**config.mk**
```make
export PLATFORM = sky130hd
export DESIGN_NAME = pwbu_ctrl
export DESIGN_NICKNAME = d
export VERILOG_FILES = /design/src/hw/rtl/pwbu_pkg.sv /design/src/hw/rtl/pwbu_ctrl.sv
export SDC_FILE = /design/constraint.sdc
export NUM_CORES = 1
export LEC_CHECK = 0
export BUFFER_PORTS_ARGS = -buffer_cell sky130_fd_sc_hd__buf_2
export CORE_AREA = 2 2 39 41
export DETAILED_ROUTE_END_ITERATION = 16
export DIE_AREA = 0 0 41 43
export MAX_ROUTING_LAYER = met4
export PLACE_DENSITY = 0.66
export SYNTH_ARGS = -nofsm -noshare
export SYNTH_HDL_FRONTEND = slang
export SYNTH_SLANG_ARGS = --single-unit
```
**constraint.sdc**
```tcl
create_clock -name aclk -period 2 [get_ports aclk]
set_input_delay 0.1 -clock aclk [delete_from_list [all_inputs] [get_ports aclk]]
set_output_delay 0.1 -clock aclk [all_outputs]
set_load 0.005 [all_outputs]
```
**src/hw/rtl/pwbu_pkg.sv**
```systemverilog
`timescale 1ns / 1ps
package pwbu_pkg;

    localparam int DATA_W = 32;
    localparam int SUM_W  = 48;
    localparam int DIV_W  = 33;

    localparam logic [1:0] MODE_OPEN    = 2'd0;
    localparam logic [1:0] MODE_WRAP    = 2'd1;
    localparam logic [1:0] MODE_REFLECT = 2'd2;
    localparam logic [1:0] MODE_REPEL   = 2'd3;

    localparam logic [2:0] REG_LOWER   = 3'd0;
    localparam logic [2:0] REG_UPPER   = 3'd1;
    localparam logic [2:0] REG_MODE    = 3'd2;
    localparam logic [2:0] REG_KGAIN   = 3'd3;
    localparam logic [2:0] REG_CGAIN   = 3'd4;

    localparam logic [SUM_W-1:0] SUM_CAP = {1'b0, {(SUM_W-1){1'b1}}};

    // datapath commands from the controller
    typedef struct packed {
        logic load;       // capture input item, clear sums on first
        logic div_start;  // start remainder
        logic div_step;   // one restoring step
        logic mul_a;      // kd = k*depth, dd = c*vout
        logic mul_b;      // d2 = depth*depth
        logic mul_c;      // e = k*d2
        logic finish;     // form result and update sums
    } pwbu_cmd_t;

    // datapath status to the controller
    typedef struct packed {
        logic need_div;
        logic need_repel;
    } pwbu_sts_t;

    function automatic logic signed [DATA_W-1:0] sat32(input logic signed [34:0] x);
        if (x > 35'sd2147483647) return 32'sh7fffffff;
        if (x < -35'sd2147483648) return 32'sh80000000;
        return x[DATA_W-1:0];
    endfunction

endpackage

```
**src/hw/rtl/pwbu_ctrl.sv**
```systemverilog
`timescale 1ns / 1ps
module pwbu_ctrl
    import pwbu_pkg::*;
(
    input  logic      aclk,
    input  logic      aresetn,
    input  logic      in_fire,
    input  logic      out_fire,
    input  pwbu_sts_t sts,
    output logic      busy,
    output logic      out_valid,
    output pwbu_cmd_t cmd
);

    localparam logic [2:0] ST_IDLE = 3'd0;
    localparam logic [2:0] ST_DEC  = 3'd1;
    localparam logic [2:0] ST_DIV  = 3'd2;
    localparam logic [2:0] ST_MA   = 3'd3;
    localparam logic [2:0] ST_MB   = 3'd4;
    localparam logic [2:0] ST_MC   = 3'd5;
    localparam logic [2:0] ST_FIN  = 3'd6;
    localparam logic [2:0] ST_OUT  = 3'd7;

    logic [2:0] state_reg, state_next;
    logic [5:0] cnt_reg, cnt_next;

    assign busy      = (state_reg != ST_IDLE);
    assign out_valid = (state_reg == ST_OUT);

    // sequence one item through the datapath
    always_comb begin
        state_next = state_reg;
        cnt_next   = cnt_reg;
        cmd        = '0;
        unique case (state_reg)
            ST_IDLE: begin
                if (in_fire) begin
                    cmd.load   = 1'b1;
                    state_next = ST_DEC;
                end
            end
            ST_DEC: begin
                if (sts.need_div) begin
                    cmd.div_start = 1'b1;
                    cnt_next      = 6'(DIV_W);
                    state_next    = ST_DIV;
                end else if (sts.need_repel) begin
                    cmd.mul_a  = 1'b1;
                    state_next = ST_MB;
                end else begin
                    state_next = ST_FIN;
                end
            end
            ST_DIV: begin
                cmd.div_step = 1'b1;
                cnt_next     = cnt_reg - 6'd1;
                if (cnt_reg == 6'd1) state_next = ST_FIN;
            end
            ST_MA: begin
                cmd.mul_a  = 1'b1;
                state_next = ST_MB;
            end
            ST_MB: begin
                cmd.mul_b  = 1'b1;
                state_next = ST_MC;
            end
            ST_MC: begin
                cmd.mul_c  = 1'b1;
                state_next = ST_FIN;
            end
            ST_FIN: begin
                cmd.finish = 1'b1;
                state_next = ST_OUT;
            end
            ST_OUT: begin
                if (out_fire) state_next = ST_IDLE;
            end
            default: state_next = ST_IDLE;
        endcase
    end

    always_ff @(posedge aclk) begin
        if (!aresetn) begin
            state_reg <= ST_IDLE;
            cnt_reg   <= '0;
        end else begin
            state_reg <= state_next;
            cnt_reg   <= cnt_next;
        end
    end

    a_div_count: assert property (@(posedge aclk) disable iff (!aresetn)
        state_reg == ST_DIV |-> cnt_reg != 6'd0) else $error("divider count ran out");
    a_one_hot_cmd: assert property (@(posedge aclk) disable iff (!aresetn)
        $onehot0(cmd)) else $error("more than one datapath command");
    a_out_after_fin: assert property (@(posedge aclk) disable iff (!aresetn)
        cmd.finish |=> out_valid) else $error("result not presented after finish");

endmodule

```
==> out/metrics.yaml <==
cts:
  cts_made_buffers: 3
  cts.path.max_buffers: 2
  clk_latency_ns: 0.25
  post_cts_buffers: 0
  cts_tree: "yes"
  cts_sinks: 9
  cts_resized: 0
  cts_hold_buf: 0
  clk_pin_slew_ns: 0.06
  htree_levels: 1
  cts-root-buf: "clkbuf_4"
timing:
  setup-violations-final: 0
  holdWs_ns: 0.0534
  tightest_slew_ns: 0.598
  hold_viol: 0
  fin_tns_setup_ns: 0
  grt_setup_unrepaired: "no"
  min_period_ns: 1.60
  fmax_ghz: 0.627
  slew_headroom_pct: 59.6
  fin_skew_ns: 0.000215
  finalCritPeriodShare_pct: 79.8
  drv_slew: 0
global_route:
  grt_max_degree: 17
  grt_remaining_overflow: 0
  grt_pass1_vias: 418
  antenna_found_initial: 0
  track_usage_pct: 14.9
  grt_pass1_wl_um: 1780
worst_hold_path:
  holdPathStages: 2
  min_path_type: "in -> reg"
placement:
  placed_cell_area_um2: 648
  place.gp.congestion: 0.793
  io_buffers: 14
  hpwlAfterDp_um: 839
drt:
  avgRoutedWirePerCell_um: 11.0
  routed_wl_um: 1120
  ant_nets: 0
  vias: 549
  drcViolationCount: 0
  drt_iter0_drc: 9
  via_per_inst: 5.38
  firstDrtPassIters: 5
critical_path:
  crit_arrival_ns: 1.78
  cp.depth: 3
  crit_required_ns: 2.19
  cp-start-kind: "flop"
  path_common_cell: "or4_1"
  critPathKind: "reg -> reg"
  r2r-end: "cnt_reg[3]$_SDFFE_PN0P_"
  cp_max_fo: 16
  reg2reg_slack_ns: 0.40
  ff2ff_path_depth: 3
  cp_top_family: "simple AND/OR/NAND/NOR gates"
  worst_setup_path_end_kind: "flop"
  critPathMaxStageDelay_ns: 0.55
  crit_chain: "or4_1 > or4_1 > a21oi_1"
  rr_startpoint: "state_reg[0]$_SDFFE_PN0P_"
  crit_buf_inv: 0
  slowest_stage: "or4_1"
  crit_path_end: "cnt_reg[3]$_SDFFE_PN0P_"
  startpoint: "state_reg[0]$_SDFFE_PN0P_"
floorplanning:
  ios: 15
  die_w_um: 41
  die-area_um2: 1760
  start_util_pct: 40.3
  die_h_um: 43
  num_rows: 14
  coreArea_um2: 1380
yosys:
  synth_commonest_cells: "9 x dfxtp_1, 9 x inv_1, 5 x nor3_1"
  ys_seq_area_share_pct: 32.3
  syn_nets: 78
  synthArstFlopShare_pct: 0
  synthesis.area_um2: 558
  yosys_warnings: 0
  syn_area_per_cell_um2: 7.97
  yosysTopAreaCellShare_pct: 32.3
  synth_top_area_cell: "dfxtp_1"
  synthTopCellsByArea: "dfxtp_1 32%, inv_1 6.1%, a211oi_1 5.4%, ha_1 4.5%, nor3_1 4.5%"
  ys_ff_latch: 9
  synth_flop_cell: "dfxtp_1"
  synthCells: 70
  synthDistinctLibCells: 28
  synth-edff-count: 0
final_layout:
  antenna_cells: 0
  fin_area_um2: 674
  fin_util_pct: 48.7
  drive_gt1_share_pct: 24.4
  largest_reg_flops: 6
  final_nets: 95
  n_fill_cell: 135
  areaGrowthSynthToFinish_pct: 20.9
power_and_ir_drop:
  powerDensity_nw_per_um2: 804
  finalPower_uw: 543
  p_leak_uw: 0.000295
  peakVddDrop_mv: 0.427
job:
  max-cap-violations: 0
run_status:
  status: "completed"
power by group:
group | internal (uW) | total (uW) | switching, uW
combinational | 83.9 | 161 | 77.2
sequential | 206 | 243 | 37.4
clock | 76.8 | 138 | 61.3
total | 367 | 543 | 176
through the flow:
stage / cells / setup WS (ns)
3_5_place_dp: 98 / 0.433
3_3_place_gp: 98 / 0.442
5_1_grt: 102 / 0.310
2_1_floorplan: 70 / 0.598
6_report: 102 / 0.404
4_1_cts: 102 / 0.405
cell usage in the layout, fill, tap and decap left out, drive strengths merged:
cell,Yosys,final
a311o,1,1
nor2,4,4
inv,9,9
nor2b,2,2
and4bb,1,1
dfxtp,9,9
nor4b,1,1
nor4,1,1
a211o,1,1
ha,2,2
o21a,2,2
nand2,3,3
a311oi,2,2
a221oi,1,1
xnor2,1,1
o31ai,1,1
or3b,1,1
or4,2,2
nand2b,3,3
and3,2,2
clkbuf,4,4
nor3b,2,2
or3,1,1
nor4bb,1,1
o21ai,1,1
buf,0,16
a21oi,3,3
a211oi,4,4
nor3,5,5
routing by layer:
metal | routed length [um] | vias to the layer above | track usage, %
li1 | - | 285 | -
met1 | 568 | 248 | 22.1
met2 | 505 | 14 | 19.4
met3 | 41 | 2 | 4.71
met4 | 6 | 0 | 4.00
met5 | 0 | - | -
area by class of cell:
cell class / instances / area (um2) / share of cell area [%]
well taps: 16 / 20.0 / 2.97
clock buffers: 4 / 26.3 / 3.90
inverters: 9 / 33.8 / 5.01
multi-input cells: 48 / 329 / 48.8
flip-flops and latches: 9 / 180 / 26.7
repair buffers: 16 / 85.1 / 12.6
worst min path at each step:
| stage | startpoint | to | slack, ns |
|---|---|---|---|
| 2_1_floorplan | out_fire | state_reg[2]$_SDFFE_PN0P_ | 0.20 |
| 3_3_place_gp | out_fire | state_reg[2]$_SDFFE_PN0P_ | 0.32 |
| 3_5_place_dp | out_fire | state_reg[2]$_SDFFE_PN0P_ | 0.32 |
| 4_1_cts | out_fire | state_reg[2]$_SDFFE_PN0P_ | 0.05 |
| 5_1_grt | out_fire | state_reg[2]$_SDFFE_PN0P_ | 0.05 |
| 6_report | out_fire | state_reg[2]$_SDFFE_PN0P_ | 0.05 |
cell families (layout without fill, tap and decap cells):
| group | Yosys count | in the layout | synth area share [%] |
|---|---|---|---|
| DFF | 9 | 9 | 32.3 |
| xor gates and xnor gates | 1 | 1 | 1.57 |
| AOI/OAI and AO/OA | 16 | 16 | 21.1 |
| buffers and inverters | 13 | 29 | 8.74 |
| adders and majority gates | 2 | 2 | 4.48 |
| and+or+nand+nor | 29 | 29 | 31.8 |
Power figures use the tool's default switching activity.
